--- config.mk ---
export PLATFORM = sky130hd
export DESIGN_NAME = crc_framed_sensor_packet_parser_unit
export DESIGN_NICKNAME = d
export VERILOG_FILES = /design/src/design/cfspp_pkg.sv /design/src/design/crc_framed_sensor_packet_parser_unit.sv
export SDC_FILE = /design/constraint.sdc
export NUM_CORES = 1
export LEC_CHECK = 0
export ABC_AREA = 1
export BUFFER_PORTS_ARGS = -buffer_cell sky130_fd_sc_hd__buf_2
export CAP_MARGIN = 10
export CORE_MARGIN = 2
export CORE_UTILIZATION = 35
export CTS_CLUSTER_SIZE = 40
export DETAILED_ROUTE_END_ITERATION = 10
export SYNTH_ARGS = -nofsm -noshare
export SYNTH_HDL_FRONTEND = slang
export SYNTH_SLANG_ARGS = --single-unit
--- constraint.sdc ---
create_clock -name clk -period 2.45 [get_ports clk]
set_input_delay 0.1225 -clock clk [delete_from_list [all_inputs] [get_ports clk]]
set_output_delay 0.1225 -clock clk [all_outputs]
set_load 0.005 [all_outputs]
--- src/design/cfspp_pkg.sv ---
package cfspp_pkg;

	// Parser phases.
	typedef enum logic [1:0] {
		PH_HDR1 = 2'd0,
		PH_HDR2 = 2'd1,
		PH_LEN  = 2'd2,
		PH_DATA = 2'd3
	} phase_t;

	// Result status codes.
	typedef enum logic [1:0] {
		ST_OK      = 2'd0,
		ST_CRC     = 2'd1,
		ST_BADHDR1 = 2'd2,
		ST_BADHDR2 = 2'd3
	} status_t;

	// Configuration register indexes.
	localparam logic CFG_FIRST_HEADER  = 1'b0;
	localparam logic CFG_SECOND_HEADER = 1'b1;

	localparam logic [7:0]  FIRST_HEADER_RST  = 8'hAA;
	localparam logic [7:0]  SECOND_HEADER_RST = 8'h55;
	localparam logic [15:0] CRC_POLY          = 16'h1021;
	localparam logic [23:0] OFFSET_BIT        = 24'h800000;
	localparam int          NUM_FIELD_BYTES   = 9;

	// One byte of CRC-16, MSB first, unrolled over the eight bits.
	function automatic logic [15:0] crc_byte(input logic [15:0] crc, input logic [7:0] b);
		logic [15:0] c;
		c = crc ^ {b, 8'h00};
		for (int k = 0; k < 8; k++) begin
			if (c[15]) begin
				c = {c[14:0], 1'b0} ^ CRC_POLY;
			end else begin
				c = {c[14:0], 1'b0};
			end
		end
		return c;
	endfunction

endpackage

--- src/design/crc_framed_sensor_packet_parser_unit.sv ---
// Channel  Handshake              Payload
// -------  ---------------------  ------------------------------------------------
// in       in_valid / in_ready    rx_byte
// out      out_valid / out_ready  status, gyro_rate, right_count, left_count,
//                                 good_frames, bad_events, frame_length
// cfg      cfg_we                 cfg_index, cfg_data
//
// One byte is accepted per cycle; its parse step, CRC update and field capture
// complete in the cycle of acceptance, and a result is registered for the next cycle.
// The result register is the only stall point: a new byte is taken whenever it
// is empty or being emptied in the same cycle.
// Asynchronous reset clears the parser, the captured values and the counters.
module crc_framed_sensor_packet_parser_unit (
	input  logic               clk,
	input  logic               arst_n,
	input  logic               in_valid,
	output logic               in_ready,
	input  logic [7:0]         rx_byte,
	output logic               out_valid,
	input  logic               out_ready,
	output logic [1:0]         status,
	output logic signed [23:0] gyro_rate,
	output logic signed [23:0] right_count,
	output logic signed [23:0] left_count,
	output logic [31:0]        good_frames,
	output logic [31:0]        bad_events,
	output logic [7:0]         frame_length,
	input  logic               cfg_we,
	input  logic               cfg_index,
	input  logic [7:0]         cfg_data
);
	import cfspp_pkg::*;

	logic [7:0]  first_header_q, second_header_q;
	phase_t      phase_q, phase_d;
	logic [8:0]  byte_index_q, byte_index_d;
	logic [7:0]  payload_length_q, payload_length_d;
	logic [15:0] crc_q, crc_d;
	logic [7:0]  crc_high_q, crc_high_d;
	logic [7:0]  fields_q [NUM_FIELD_BYTES];
	logic [7:0]  fields_d [NUM_FIELD_BYTES];
	logic [23:0] gyro_q, gyro_d, right_q, right_d, left_q, left_d;
	logic [31:0] good_q, good_d, bad_q, bad_d;
	logic        emit;
	status_t     status_d;
	logic [7:0]  frame_length_d;
	logic        out_valid_q;
	status_t     status_q;
	logic [7:0]  frame_length_q;
	logic        in_fire;
	logic [15:0] crc_upd;

	assign in_ready = !out_valid_q || out_ready;
	assign in_fire  = in_valid && in_ready;
	assign crc_upd  = crc_byte(crc_q, rx_byte);

	// Configuration registers.
	always_ff @(posedge clk or negedge arst_n) begin
		if (!arst_n) begin
			first_header_q  <= FIRST_HEADER_RST;
			second_header_q <= SECOND_HEADER_RST;
		end else if (cfg_we) begin
			unique case (cfg_index)
				CFG_FIRST_HEADER:  first_header_q  <= cfg_data;
				CFG_SECOND_HEADER: second_header_q <= cfg_data;
				default:           first_header_q  <= first_header_q;
			endcase
		end
	end

	// Parse step for the byte at the input.
	always_comb begin
		phase_d          = phase_q;
		byte_index_d     = byte_index_q;
		payload_length_d = payload_length_q;
		crc_d            = crc_q;
		crc_high_d       = crc_high_q;
		fields_d         = fields_q;
		gyro_d           = gyro_q;
		right_d          = right_q;
		left_d           = left_q;
		good_d           = good_q;
		bad_d            = bad_q;
		emit             = 1'b0;
		status_d         = ST_OK;
		frame_length_d   = 8'd0;
		unique case (phase_q)
			PH_HDR1: begin
				if (rx_byte == first_header_q) begin
					crc_d   = crc_byte(16'h0000, rx_byte);
					phase_d = PH_HDR2;
				end else begin
					bad_d    = bad_q + 32'd1;
					emit     = 1'b1;
					status_d = ST_BADHDR1;
				end
			end
			PH_HDR2: begin
				if (rx_byte == second_header_q) begin
					crc_d   = crc_upd;
					phase_d = PH_LEN;
				end else begin
					bad_d    = bad_q + 32'd1;
					phase_d  = PH_HDR1;
					emit     = 1'b1;
					status_d = ST_BADHDR2;
				end
			end
			PH_LEN: begin
				crc_d            = crc_upd;
				payload_length_d = rx_byte;
				byte_index_d     = 9'd0;
				phase_d          = PH_DATA;
			end
			PH_DATA: begin
				// Frame bytes 3..11 land in the field store, CRC bytes included.
				for (int i = 0; i < NUM_FIELD_BYTES; i++) begin
					if (byte_index_q == 9'(i)) begin
						fields_d[i] = rx_byte;
					end
				end
				byte_index_d = byte_index_q + 9'd1;
				if (byte_index_q < {1'b0, payload_length_q}) begin
					crc_d = crc_upd;
				end else if (byte_index_q == {1'b0, payload_length_q}) begin
					crc_high_d = rx_byte;
				end else begin
					phase_d        = PH_HDR1;
					emit           = 1'b1;
					frame_length_d = payload_length_q;
					if ({crc_high_q, rx_byte} == crc_q) begin
						gyro_d   = {fields_d[0], fields_d[1], fields_d[2]};
						right_d  = {fields_d[3], fields_d[4], fields_d[5]} ^ OFFSET_BIT;
						left_d   = {fields_d[6], fields_d[7], fields_d[8]} ^ OFFSET_BIT;
						good_d   = good_q + 32'd1;
						status_d = ST_OK;
					end else begin
						bad_d    = bad_q + 32'd1;
						status_d = ST_CRC;
					end
				end
			end
			default: phase_d = PH_HDR1;
		endcase
	end

	// Parser state, captured values and counters.
	always_ff @(posedge clk or negedge arst_n) begin
		if (!arst_n) begin
			phase_q          <= PH_HDR1;
			byte_index_q     <= 9'd0;
			payload_length_q <= 8'd0;
			crc_q            <= 16'h0000;
			crc_high_q       <= 8'd0;
			for (int i = 0; i < NUM_FIELD_BYTES; i++) begin
				fields_q[i] <= 8'd0;
			end
			gyro_q  <= 24'd0;
			right_q <= 24'd0;
			left_q  <= 24'd0;
			good_q  <= 32'd0;
			bad_q   <= 32'd0;
		end else if (in_fire) begin
			phase_q          <= phase_d;
			byte_index_q     <= byte_index_d;
			payload_length_q <= payload_length_d;
			crc_q            <= crc_d;
			crc_high_q       <= crc_high_d;
			fields_q         <= fields_d;
			gyro_q           <= gyro_d;
			right_q          <= right_d;
			left_q           <= left_d;
			good_q           <= good_d;
			bad_q            <= bad_d;
		end
	end

	// Result register. Captured values and counters change only when a result
	// is loaded, so they drive the output payload directly.
	always_ff @(posedge clk or negedge arst_n) begin
		if (!arst_n) begin
			out_valid_q <= 1'b0;
		end else if (in_fire && emit) begin
			out_valid_q <= 1'b1;
		end else if (out_ready) begin
			out_valid_q <= 1'b0;
		end
	end

	always_ff @(posedge clk) begin
		if (in_fire && emit) begin
			status_q       <= status_d;
			frame_length_q <= frame_length_d;
		end
	end

	assign out_valid    = out_valid_q;
	assign status       = status_q;
	assign frame_length = frame_length_q;
	assign gyro_rate    = gyro_q;
	assign right_count  = right_q;
	assign left_count   = left_q;
	assign good_frames  = good_q;
	assign bad_events   = bad_q;

	// The good frame counter moves only together with a frame-ok request.
	a_good_with_ok: assert property (@(posedge clk) disable iff (!arst_n)
		(good_q != $past(good_q)) |-> (out_valid_q && status_q == ST_OK))
		else $error("good frame count changed without a frame-ok result");

	// The bad event counter moves only together with an error request.
	a_bad_with_err: assert property (@(posedge clk) disable iff (!arst_n)
		(bad_q != $past(bad_q)) |-> (out_valid_q && status_q != ST_OK))
		else $error("bad event count changed without an error result");

	// Inside a frame the byte position never runs past the second CRC byte.
	a_index_bound: assert property (@(posedge clk) disable iff (!arst_n)
		(phase_q == PH_DATA) |-> (byte_index_q <= ({1'b0, payload_length_q} + 9'd1)))
		else $error("byte position ran past the end of the frame");

endmodule

# Yosys cells after proc, flatten, opt, wreduce, memory -nomap -nowiden
# Index checks and enable logic that the tools add are counted.
# W data, S select, Z words.
[classes] n_mux=70 magnitude_cmp=1 addsub=3 bitwise=23 eq_ne=23 n_reduce_logical=20
[op_table] operator="$mux W16" n=17
[op_table] operator="$mux W13" n=16
[op_table] operator="$mux W32" n=5
[op_table] operator="$pmux W32 S3" n=1
[op_table] operator="$mux W8" n=11
[op_table] operator="$add A32 B1 Y32 const B" n=2
[op_table] operator="$pmux W16 S4" n=1
[op_table] operator="$not A3 Y3" n=16
[op_table] operator="$eq A9 B3 Y1 const B" n=4
[op_table] operator="$eq A9 B2 Y1 const B" n=2
[op_table] operator="$pmux W9 S2" n=1
[op_table] operator="$eq A16 B16 Y1" n=1
[op_table] operator="$eq A8 B8 Y1" n=2
[op_table] operator="$ne A2 B2 Y1 const B" n=8
[op_table] operator="$xor A16 B16 Y16" n=1
[op_table] operator="$mux W2" n=6
[op_table] operator="$reduce_and A4 Y1" n=3
[op_table] operator="$reduce_and A2 Y1" n=5
[op_table] operator="$add A9 B1 Y9 const B" n=1
[op_table] operator="$eq A9 B1 Y1 const B" n=1
[op_table] operator="$eq A9 B4 Y1 const B" n=1
[op_table] operator="$eq A9 B8 Y1" n=1
[op_table] operator="$logic_not A9 Y1" n=1
[op_table] operator="$lt A9 B8 Y1" n=1
[op_table] operator="other kinds (16)" n=32
[word_totals] wordCells=164 ff_bits=278

# Logic depth before layout (Yosys ltp)
# Gate-level depths: netlist (run 1).
[logic_depth] word_depth=32 ltp_mapped=15 ltp_nobuf=14

# Worst setup path after synthesis (run 1)
# Ideal clock, no wire load.
[synth_path] kind="register to register" from="reg byte_index_q[4]" to="reg frame_length_q[0], in the netlist frame_length[0], enable pin" path_buffers=0 path_stages_with_launch=10 required_time_ns=2.074 setup_slack_ns=0.174 setup_ns=0.376 t_arrival_ns=1.900 path_cell_list="dfrtp_1 > ha_1 > nand2_1 > nor2_1 > nand3b_1 > nand3_1 > nand2_1 > nor2_1 > nor2_1 > nor2_1"
[synth_via] elab_chain_len=5
[synth_lines] element="from (decl)" line="crc_framed_sensor_packet_parser_unit.sv:36" rtl="logic [8:0] byte_index_q, byte_index_d;"
[synth_lines] element="from (signal assigned)" line="crc_framed_sensor_packet_parser_unit.sv:165" rtl="byte_index_q <= byte_index_d;"
[synth_lines] element="branches (longest 2 deep; another with $lt A9 B8 Y1)"
[synth_lines] element="$mux W1 *" line="crc_framed_sensor_packet_parser_unit.sv:123" rtl="if (byte_index_q < {1'b0, payload_length_q}) begin"
[synth_lines] element="$pmux W1 S3 *" line="crc_framed_sensor_packet_parser_unit.sv:87" rtl="unique case (phase_q)"
[synth_lines] element="$logic_and A1 B1 Y1 *" line="crc_framed_sensor_packet_parser_unit.sv:191" rtl="if (in_fire && emit) begin"
[synth_lines] element="to (signal assigned)" line="crc_framed_sensor_packet_parser_unit.sv:193" rtl="frame_length_q <= frame_length_d;"
[synth_lines] element="to (decl)" line="crc_framed_sensor_packet_parser_unit.sv:49" rtl="logic [7:0] frame_length_q;"
# Mark *: on every way between the ends.
# A chain may end at the register's enable or synchronous reset.

# Worst setup path in the final report (run 1)
[layout_path] from="reg out_valid_q, in the netlist out_valid" to="reg byte_index_q[1]"
[layout_via] elab_chain_len=4
[layout_lines] element="from (decl)" line="crc_framed_sensor_packet_parser_unit.sv:47" rtl="logic out_valid_q;"
[layout_lines] element="from (signal assigned)" line="crc_framed_sensor_packet_parser_unit.sv:182" rtl="out_valid_q <= 1'b0;"
[layout_lines] element="from (signal assigned)" line="crc_framed_sensor_packet_parser_unit.sv:184" rtl="out_valid_q <= 1'b1;"
[layout_lines] element="from (signal assigned)" line="crc_framed_sensor_packet_parser_unit.sv:186" rtl="out_valid_q <= 1'b0;"
[layout_lines] element="$logic_not A1 Y1" line="crc_framed_sensor_packet_parser_unit.sv:53" rtl="assign in_ready = !out_valid_q || out_ready;"
[layout_lines] element="$logic_or A1 B1 Y1" line="crc_framed_sensor_packet_parser_unit.sv:53"
[layout_lines] element="$logic_and A1 B1 Y1" line="crc_framed_sensor_packet_parser_unit.sv:54" rtl="assign in_fire = in_valid && in_ready;"
[layout_lines] element="$reduce_and A2 Y1 (no line)"
# No other way between the ends.

==> results.txt, run 1 <==
The proportion of synthesized flip-flops having asynchronous set or reset is 96.40%. The total of max-cap violations came out at 0. The overflow left after global routing is 0. Traced cell by cell, the critical path runs through nand2_1, nand2_1, nor2_4, buf_4, buf_4, nand2_1, o21ai_0. Of the post-synthesis cell area, the dominant cell type holds 44.96%. Summed over all instances, the cell type with the most area after synthesis is sky130_fd_sc_hd__dfrtp_1. The initial utilization of the core area, before any placement, comes to 35.44%.

The die is 207.3 um wide. The normalized max-slew margin came out at 55.35%. The number of distinct library cells after synthesis is 33. In the synthesized netlist, the cells that appear most often are sky130_fd_sc_hd__nand2_1 (969), sky130_fd_sc_hd__dfrtp_1 (260), sky130_fd_sc_hd__nor2_1 (140). For this block, the initial DRC count from the detailed router was 899. The longest clock path from root to sink contains 3 buffers. The total half-perimeter wirelength after legalization and detailed placement came out at 28780 um.

The run finished with clean final reports. The detailed-route DRC error count is 0. By instance count, the leading cell after synthesis is sky130_fd_sc_hd__nand2_1. The die extent in y came out at 207.3 um.

The register-to-register path setup slack came out at 0.26 ns. The kind of path behind the tightest hold check is primary input to register. The clock transition time at the flip-flop clock pins of the worst setup and hold paths came out at 0.06 ns. The overall global routing resource usage came out at 19.55%.

The number of global-route vias before repair came out at 12900. Setup repair after global routing left no endpoint under its margin. The via count of the routed design is 13020. The analysis attributes to cell leakage a power of 9.286 nW.

Static timing analysis puts the maximum clock frequency at 457.1 MHz. For this run, the leading register cell type out of synthesis is sky130_fd_sc_hd__dfrtp_1. STA classifies the critical path endpoint as a register. Counting every net in the synthesized netlist gives 2007. After routing, the total negative slack on setup checks comes to 0 ns. The final-layout worst hold slack came out at 0.02628 ns.

The setup slack at placement came out at 0.1895 ns. The yosys synthesis warning count is 0. The required time of the critical path came out at 2.88 ns. The initial antenna violation count came out at 0.

The final period demand of the worst path came out at 2.187 ns. The number of flip-flops and latches in the synthesized netlist came out at 278. The repair_antennas step left the layout with diodes totalling 0.

For this block, the routed nets add up to 41770 um of wire. The category of the most critical setup path is register to register. The share of the clock period used by the worst path after layout is 89.28%.

After routing the design area is 17320 um^2. For this run, the detailed router's first-pass iteration total came to 6. The final hold violation count is 0. The quantity of I/O buffers inserted on ports came out at 169. The largest driver fanout on the critical path is 43.

The slew at the pin with the worst max-slew slack came out at 0.6698 ns. TritonCTS built the clock tree. The number of nets in the final layout came out at 2185. In this run the cell area measured after placement is 15970 um^2. The setup skew after layout is 0.01378 ns. Yosys mapped a number of flops with a built-in enable equal to 10. The cell that appears most often on the critical path is sky130_fd_sc_hd__nand2_1. The cell area after synthesis is 14470 um^2. In this run, CTS created clock tree buffers numbering 35. The arrival time at the worst endpoint is 2.62 ns. The max-slew violation total from the final report is 0. Of the cells placed in the final design, the portion with a size suffix greater than 1 is 13.94%.

The area growth from synthesis to layout is 19.72%. The number of filler instances in the final layout is 4207. Of the synthesized area, sequential elements account for 48.49%.

The H-tree depth reported by CTS is 2. The area enclosed by the die boundary came out at 42990 um^2. Counting every instance in the synthesized netlist gives 1971. The CTS sink count came out at 278. The floorplan step defined a core boundary enclosing 40830 um^2.

The final-report setup violation count is 0. The number of I/O pins is 170. The worst ir drop on vdd came out at 0.3830 mV. The critical path launch point type is a register. By area the synthesized netlist is led by sky130_fd_sc_hd__dfrtp_1 (45%), sky130_fd_sc_hd__nand2_1 (25%), sky130_fd_sc_hd__o21ai_0 (4.6%), sky130_fd_sc_hd__nor2_1 (3.6%), sky130_fd_sc_hd__inv_1 (2.7%).

The slowest stage of the critical path is the sky130_fd_sc_hd__buf_4 cell. The global placement routability congestion is 0.9387. The mean cell area of the mapped netlist is 7.342 um^2. Dividing the detail-routed wire length by the instance count gives 15.44 um. In this run the power density over the cells is 744.0 nW/um^2.

After detailed routing, the number of vias per cell comes to 4.812. In the post-route analysis, the smallest setup slack over all paths is 0.2625 ns. The largest net degree at the start of global routing is 75. The clock insertion delay at the later pin of the skew report came out at 0.52 ns. The worst stage delay on the critical path is 0.49 ns. The tree is rooted in a sky130_fd_sc_hd__clkbuf_16.

The number of routed nets with antenna violations came out at 0. The first global-routing pass estimated 69100 um of wire. The row count came out at 74.
## cells in the final DEF (no fill, tap or decap), types with 7 or more instances in the layout
master                          count
sky130_fd_sc_hd__clkbuf_16         36
sky130_fd_sc_hd__ha_1              14
sky130_fd_sc_hd__dfstp_2            8
sky130_fd_sc_hd__nand3b_1           7
sky130_fd_sc_hd__nor3_1            19
sky130_fd_sc_hd__nand4_1           36
sky130_fd_sc_hd__xor2_1            42
sky130_fd_sc_hd__clkbuf_1           7
sky130_fd_sc_hd__buf_2            168
sky130_fd_sc_hd__nor2_1           136
sky130_fd_sc_hd__inv_2             12
sky130_fd_sc_hd__xnor2_1           33
sky130_fd_sc_hd__nand3_1           73
sky130_fd_sc_hd__o21ai_0          132
sky130_fd_sc_hd__dfrtp_1          260
sky130_fd_sc_hd__edfxtp_1          10
sky130_fd_sc_hd__buf_4             34
sky130_fd_sc_hd__inv_1            106
sky130_fd_sc_hd__dlygate4sd3_1     14
sky130_fd_sc_hd__nand2_1          969
## registers in the layout (all words and copies together) (netlist names), named ones only
register,cells
frame_length,8
bad_events,32
out_valid,1
phase_q,1
second_header_q,8
crc_q,16
crc_high_q,8
fields_q,72
payload_length_q,8
right_count,24
good_frames,32
byte_index_q,9
status,2
left_count,24
first_header_q,8
gyro_rate,24
## cell type report
class                           count  area [um^2]  area share [%]
Sequential cell                   278         7017           40.50
Multi-Input combinational cell   1490         6583           38.00
Clock inverter                     14        217.7           1.257
Timing Repair Buffer              225         1410           8.140
Tap cell                          532        665.6           3.842
Inverter                          119        449.2           2.593
Clock buffer                       47        982.2           5.670
## critical path: cells and delay by family (launching register included)
kind	cells	cell delay, ns
AO/OA/AOI/OAI	1	0.10
buffers and inverters	2	0.85
flip-flops	1	0.40
AND/OR/NAND/NOR	4	0.72
## metrics by stage
step,total power [W],utilization (%),cells
finish,0.01289,42.43,2705
detailed placement,0.007514,39.11,2630
global placement,0.007481,39.11,2630
floorplan,0.006726,-,1971
global route,0.01357,42.43,2705
CTS,0.01301,42.39,2705
## path summary, 6_finish.rpt
path | from | to | cells past startpoint
max | out_valid | byte_index_q[1] | 7
min | rx_byte[6] | payload_length_q[6] | 3
max reg2reg | out_valid | byte_index_q[1] | 7
min reg2reg | right_count[7] | right_count[7] | 2
max in group asynchronous | arst_n | bad_events[8] | 3
min in group asynchronous | arst_n | good_frames[13] | 2
## what timing repair did
item,in CTS,in global routing
setup endpoints to repair,0,17
setup buffers,0,0
resized for setup,0,4
hold buffers,14,0
endpoints found under the hold margin,81,0
## layer usage
| layer | part of all wire [%] | up-vias | GRT usage, % |
|---|---|---|---|
| met3 | 5.1 | 64 | 2.950 |
| met5 | 0 | - | 0 |
| met2 | 45 | 316 | 31.71 |
| met1 | 47 | 6128 | 27.48 |
| li1 | - | 6509 | - |
| met4 | 2.1 | 0 | 4.704 |
## cells by family (layout without fill, tap and decap cells)
logic type               Yosys count  in the layout  synth area share [%]
AND/OR/NAND/NOR                 1257           1257                 34.54
adder cells (fa/ha/maj)           14             14                 1.211
flip-flops                       278            278                 48.49
AO/OA/AOI/OAI                    144            144                 5.093
XOR/XNOR                          75             75                 4.540
buffers and inverters            203            405                 6.122
## where the power goes
group	internal (W)	switching [W]
Sequential	0.00499	0.000321
Clock	0.00335	0.00207
Combinational	0.000791	0.00137
Power figures use the tool's default switching activity.
==> run 2: changes to the inputs <==
- CELL_PAD_IN_SITES_DETAIL_PLACEMENT: default -> 0
- CELL_PAD_IN_SITES_GLOBAL_PLACEMENT: default -> 2
- CORE_UTILIZATION: 35 -> 31
- CTS_BUF_LIST: default -> sky130_fd_sc_hd__clkbuf_8
- PLACE_DENSITY_LB_ADDON: default -> 0.1
==> results.txt, run 2 (synthesis gave the netlist of run 1 again) <==
The layout cell share with drive strength beyond 1 came out at 16.03% (+2.1 points). The total instance count after detailed placement came out at 2727 (+3.7%). The path depth of the worst reg2reg path came out at 13 (+6). The share of the clock period used by the worst path after layout was 89.12% (-0.17 points). The detailed-route DRC error count was 0 (unchanged). The sum of negative setup slack came to 0 ns (unchanged). The worst setup path is of the register to register kind. The area of the core came out at 46360 um^2 (+14%).

The worst ir drop on vdd came to 0.3659 mV (-4.5%). The leakage power summed over all cells came out at 9.503 nW (+2.3%). The quantity of I/O buffers inserted on ports came out at 169 (unchanged). The final-report setup violation count is 0 (unchanged). The overall global routing resource usage is 19.59% (+0.042 points). The endpoint identified for the worst register-to-register timing path is gyro_rate[10].

The die extent in y is 220.1 um (+6.1%). The number of nets in the final layout is 2231 (+2.1%). The number of I/O pins is 170 (unchanged). The largest buffer count on any clock path came out at 3 (unchanged). The final-layout worst hold slack was 0.06283 ns (+0.03655 ns). In this run the critical register-to-register path is launched from byte_index_q[7]. The register-to-register path setup slack came to 0.27 ns (about the same).

The run finished with clean final reports. The most common cell after layout, fill and taps aside is sky130_fd_sc_hd__nand2_1. The net switching share of the total power was 31.40% (+2.2 points). The width of the die is 220.1 um (+6.1%). The root buffer cell is sky130_fd_sc_hd__clkbuf_8. The final period demand of the worst path came to 2.183 ns (-0.004120 ns). The largest register by flop count is fields_q. The number of global-route vias before repair came out at 12840 (-0.41%). The final wirelength came out at 46800 um (+12%). The flip-flop count of the largest register, all copies and words added is 72 (unchanged). The wire length of the first global-routing pass came to 73560 um (+6.4%). The post-layout utilization of the core is 38.00% (-4.4 points). The detail-routed via count per cell is 4.584 (-4.7%). The internal power is 0.008517 W (-6.7%).

The global placement routability congestion came to 0.8309 (-11%). Following the worst setup path forward leads to its endpoint at gyro_rate[10]. The switching power total was 0.003898 W (+3.7%). The largest driver fanout on the critical path came out at 34 (-21%).

The clock insertion delay at the later pin of the skew report is 0.66 ns (+0.14 ns). The total half-perimeter wirelength after legalization and detailed placement is 31660 um (+10%). The via count of the routed design came to 13050 (+0.23%).

The worst setup path is launched from a register. The global-route met1 utilization came out at 26.67% (-0.81 points). The slew at the pin with the worst max-slew slack is 0.5214 ns (-0.1484 ns).

The row count came to 79 (+6.8%). The largest net degree at the start of global routing was 75 (unchanged). The required time of the critical path came out at 3.04 ns (+0.16 ns). The initial antenna violation count is 0 (unchanged). The met2 capacity usage during global routing came out at 31.75% (+0.038 points). The area enclosed by the die boundary came out at 48420 um^2 (+13%). The global-route track usage on met3 is 3.589% (+0.64 points). The initial cell density of the core came out at 31.21% (-4.2 points).

The initial detailed-routing violation count was 674 (-25%). The setup skew after layout is 0.02843 ns (+0.01465 ns). The total clock buffers created by CTS is 54 (+54%).

The final standard cell count with taps included and fillers excluded is 2846 (+5.2%). The number of iterations in the first detailed-routing pass came out at 5 (-1). Tracing the worst setup path back leads to its startpoint at byte_index_q[7]. The overflow left after global routing is 0 (unchanged).

The sequential share of power is 42.6% (+1.4 points). The top cell types in the final layout, fill and taps aside, are sky130_fd_sc_hd__nand2_1 (969), sky130_fd_sc_hd__dfrtp_1 (260), sky130_fd_sc_hd__buf_2 (168), sky130_fd_sc_hd__nor2_1 (136), sky130_fd_sc_hd__o21ai_0 (132). The total power density per cell area is 704.7 nW/um^2 (-5.3%).

The sort of element at the end of the critical path is a register. The routed wirelength normalized by instance count is 16.44 um (+6.5%). The CTS sink count came out at 278 (unchanged). The layout-stage area growth over the synthesis result came out at 21.75%. The layer with the highest usage is met2. The maximum clock frequency was 458.0 MHz (+0.19%). The total of max-cap violations is 0 (unchanged).

The share of power burned in combinational logic is 17.8% (+1.1 points). The power share of the clock group came out at 39.6% (-2.5 points). The max-slew violation total from the final report came out at 0 (unchanged). The number of routed nets with antenna violations came to 0 (unchanged). The number of filler instances in the final layout came out at 4917 (+17%).

The clock tree from TritonCTS is done. The number of antenna repair diodes is 0 (unchanged). The H-tree depth reported by CTS came out at 2 (unchanged). The final hold violation count came out at 0 (unchanged). The setup slack at placement came out at 0.1124 ns (-0.07708 ns). The worst setup slack after layout is 0.2666 ns (+0.004120 ns). The clock transition time at the flip-flop clock pins of the worst setup and hold paths is 0.06 ns (about the same). The normalized max-slew margin came out at 65.16% (+9.8 points). In this run the worst hold path is classified as primary input to register. The arrival time at the worst endpoint was 2.77 ns (+0.15 ns). Setup repair after global routing left no endpoint under its margin.
==> run 2: routing by layer <==
metal	wire length, um	share of wire, %
met4	1144	2.4
met5	0	0
met1	22050	47
met2	21730	46
met3	1874	4.0
==> run 2: timing repair <==
| action | 4_1_cts | 5_1_grt |
|---|---|---|
| hold buffers | 19 | 0 |
| buffers inserted | 0 | 0 |
| resized for setup | 0 | 4 |
| setup endpoints to repair | 0 | 49 |
| endpoints found under the hold margin | 294 | 0 |
==> run 2: worst min path at each step <==
stage,start,end,cells past startpoint
floorplan,arst_n,async pin,0
global placement,arst_n,good_frames[12],1
detailed placement,arst_n,good_frames[12],1
CTS,cfg_we,second_header_q[4],4
global route,arst_n,second_header_q[0],2
finish,cfg_we,first_header_q[7],4
==> run 2: worst max-delay path: stages (launching register included) <==
cell and delay, ns:
sky130_fd_sc_hd__dfrtp_1 0.40, sky130_fd_sc_hd__ha_1 0.32, sky130_fd_sc_hd__nand2_1 0.07, sky130_fd_sc_hd__nor2_2 0.13, sky130_fd_sc_hd__nand3b_1 0.09, sky130_fd_sc_hd__nand3_1 0.14, sky130_fd_sc_hd__nand2_1 0.14, sky130_fd_sc_hd__inv_2 0.11
sky130_fd_sc_hd__nand2_2 0.08, sky130_fd_sc_hd__inv_2 0.08, sky130_fd_sc_hd__buf_12 0.20, sky130_fd_sc_hd__buf_12 0.18, sky130_fd_sc_hd__nand2_1 0.08, sky130_fd_sc_hd__nand2_1 0.07
==> run 2: power groups by stage <==
stage / Clock (W) / Combinational, W / Sequential, W
final: 0.00491 / 0.00221 / 0.00529
after global routing: 0.00534 / 0.00257 / 0.00534
after CTS: 0.00512 / 0.00225 / 0.00530
after detailed placement: 0 / 0.00220 / 0.00538
after global placement: 0 / 0.00221 / 0.00537
after floorplan: 0 / 0.00142 / 0.00531
==> run 2: area by class of cell <==
type / instances / area (um^2) / share of cell area (%)
sequential: 278 / 7017 / 39.83
multi-input combinational: 1490 / 6583 / 37.36
timing repair buffer: 252 / 1669 / 9.474
clock buffer: 71 / 977.2 / 5.546
tap: 607 / 759.5 / 4.311
inverter: 119 / 449.2 / 2.550
clock inverter: 29 / 163.9 / 0.9303
==> run 2: through the flow <==
| step | total power (W) | area (um^2) |
|---|---|---|
| detailed placement | 0.007582 | 16260 |
| finish | 0.01242 | 17620 |
| CTS | 0.01267 | 17610 |
| global placement | 0.007582 | 16260 |
| floorplan | 0.006726 | 14470 |
| global route | 0.01325 | 17620 |
==> run 3: changes to the inputs <==
- BUFFER_PORTS_ARGS: -buffer_cell sky130_fd_sc_hd__buf_2 -> default
- CORE_UTILIZATION: 31 -> 34
- DONT_BUFFER_PORTS: default -> 1
==> results.txt, run 3 (synthesis gave the netlist of run 1 again) <==
The final-layout worst hold slack is -0.8247 ns (-0.8876 ns). The maximum clock frequency is 451.0 MHz (-1.5%). The largest buffer count on any clock path was 3 (unchanged). The clock transition time at the flip-flop clock pins of the worst setup and hold paths is 0.07 ns (about the same).

The number of iterations in the first detailed-routing pass came out at 5 (unchanged). The final-report setup violation count came to 0 (unchanged). The width of the die came out at 210.3 um (-4.4%).

The number of nets in the final layout is 2050 (-8.1%). The area of the core came out at 41950 um^2 (-9.5%). In the layout the commonest cells are sky130_fd_sc_hd__nand2_1 (969), sky130_fd_sc_hd__dfrtp_1 (260), sky130_fd_sc_hd__nor2_1 (138), sky130_fd_sc_hd__o21ai_0 (132), sky130_fd_sc_hd__inv_1 (122). The final period demand of the worst path is 2.218 ns (+0.03416 ns). The overall global routing resource usage is 20.87% (+1.3 points).

The total power density per cell area came out at 715.1 nW/um^2 (+1.5%). The largest net degree at the start of global routing was 269 (+260%). The number of filler instances in the final layout came out at 4436 (-9.8%). Leaving out fill and tap cells, the most frequent cell in the layout is sky130_fd_sc_hd__nand2_1.

The via count of the routed design is 12330 (-5.5%). The share of the clock period used by the worst path after layout is 90.51% (+1.4 points). The routed wirelength normalized by instance count is 17.36 um (+5.6%). STA classifies the critical path startpoint as a register. The number of routed nets with antenna violations came out at 0 (unchanged).

The final wirelength is 45000 um (-3.8%). The final hold violation count is 268 (+268). TritonCTS built the clock tree.

The leakage power summed over all cells is 8.484 nW (-11%). The H-tree depth reported by CTS is 2 (unchanged). The layout-stage area growth over the synthesis result is 13.70%.

The clock insertion delay at the later pin of the skew report came to 0.64 ns (-0.02 ns). The initial antenna violation count is 0 (unchanged). The sum of negative setup slack is 0 ns (unchanged). The wire length of the first global-routing pass is 72060 um (-2.0%).

The final reports fail on negative hold slack. The normalized max-slew margin is 39.90% (-25 points). The initial detailed-routing violation count is 677 (+0.45%). The count of hold-fix buffers inserted at cts came out at 26 (+7). The layout cell share with drive strength beyond 1 came out at 7.546% (-8.5 points).

The initial cell density of the core came to 34.50% (+3.3 points). The root buffer cell is sky130_fd_sc_hd__clkbuf_8. The flow ran to the end, but the final reports show violations.

The total clock buffers created by CTS is 51 (-5.6%). The kind of path behind the tightest hold check is primary input to async pin. The slew at the pin with the worst max-slew slack was 0.9015 ns (+0.3801 ns). The flip-flop count of the largest register, all copies and words added is 72 (unchanged). The worst ir drop on vdd came out at 0.3398 mV (-7.1%). The total of max-cap violations is 0 (unchanged). The required time of the critical path is 2.97 ns (-0.07 ns). The setup skew after layout is 0.02576 ns (-0.002668 ns). The register-to-register path setup slack is 0.23 ns (-0.03 ns). The power after layout is 0.01177 W (-5.2%). The largest driver fanout on the critical path is 36 (+5.9%). The total half-perimeter wirelength after legalization and detailed placement came out at 29150 um (-7.9%). The largest register by flop count is fields_q. The detail-routed via count per cell came out at 4.753 (+3.7%). The number of antenna repair diodes is 0 (unchanged). The arrival time at the worst endpoint is 2.74 ns (-0.03 ns).

The row count is 75 (-5.1%). The CTS sink count came out at 278 (unchanged). The die extent in y was 210.3 um (-4.4%). The quantity of I/O buffers inserted on ports came out at 0 (-100%). The area enclosed by the die boundary was 44230 um^2 (-8.7%). The category of the most critical setup path is register to register. The number of I/O pins is 170 (unchanged). The detailed-route DRC error count is 0 (unchanged). Setup repair after global routing left no endpoint under its margin.

The sort of element at the end of the critical path is a register. The overflow left after global routing is 0 (unchanged). The number of global-route vias before repair is 12240 (-4.7%). The max-slew violation total from the final report came out at 0 (unchanged). The global placement routability congestion came out at 0.8404 (+1.1%).
==> run 3: final cells by class <==
class                   instances  area [um^2]  area share (%)
well taps                     539        674.4           4.099
multi-input cells            1490         6578           39.98
flip-flops and latches        278         7017           42.65
inverters                     119        449.2           2.730
repair buffers                 74        719.4           4.373
clock buffers                  65        894.6           5.438
clock inverters                28        120.1          0.7301
==> run 3: final timing paths <==
path,startpoint,end,depth (start not counted)
max reg2reg,byte_index_q[7],good_frames[21],12
max in group asynchronous,arst_n,gyro_rate[0],0
min reg2reg,fields_q[2],fields_q[2],2
min in group clk,cfg_index,first_header_q[2],4
min,arst_n,good_frames[12],0
max,byte_index_q[7],good_frames[21],12
==> run 3: routing by layer <==
| layer | part of all wire, % | wire, um | global-route usage, % |
|---|---|---|---|
| met5 | 0 | 0 | 0 |
| met3 | 4.8 | 2182 | 4.261 |
| met2 | 47 | 21320 | 34.55 |
| met1 | 46 | 20550 | 27.58 |
| met4 | 2.1 | 943 | 6.236 |
==> run 3: critical path, cell delays in order, from the launching register on <==
cell and delay, ns:
sky130_fd_sc_hd__dfrtp_1 0.40, sky130_fd_sc_hd__ha_1 0.32, sky130_fd_sc_hd__nand2_1 0.07, sky130_fd_sc_hd__nor2_1 0.15
sky130_fd_sc_hd__nand3b_1 0.10, sky130_fd_sc_hd__nand3_1 0.14, sky130_fd_sc_hd__nand2_1 0.14, sky130_fd_sc_hd__inv_2 0.11
sky130_fd_sc_hd__buf_8 0.25, sky130_fd_sc_hd__nand3_2 0.13, sky130_fd_sc_hd__buf_12 0.18, sky130_fd_sc_hd__nand2_1 0.06
sky130_fd_sc_hd__nand2_1 0.05
==> run 3: through the flow <==
stage                     setup slack (ns)  util [%]  cell area [um^2]  hold WS (ns)  cells
after detailed placement            0.1118     36.16             15170       -0.1654   2474
final                               0.2325     39.22             16450       -0.8247   2593
after CTS                          0.08770     39.19             16440       -0.8823   2593
after floorplan                     0.1741         -             14470       -0.1731   1971
after global routing             0.0009421     39.22             16450       -0.8694   2593
after global placement              0.1436     36.16             15170       -0.1670   2474
==> run 3: repair_timing <==
| item | CTS | global route |
|---|---|---|
| setup buffers | 0 | 0 |
| hold endpoints to repair | 321 | 268 |
| endpoints found under the setup margin | 0 | 43 |
| gates resized for setup | 0 | 3 |
==> run 3: power by group <==
| group | internal [W] | switching, W |
|---|---|---|
| clock network | 0.00238 | 0.00210 |
| registers | 0.00499 | 0.000311 |
| logic | 0.000752 | 0.00124 |
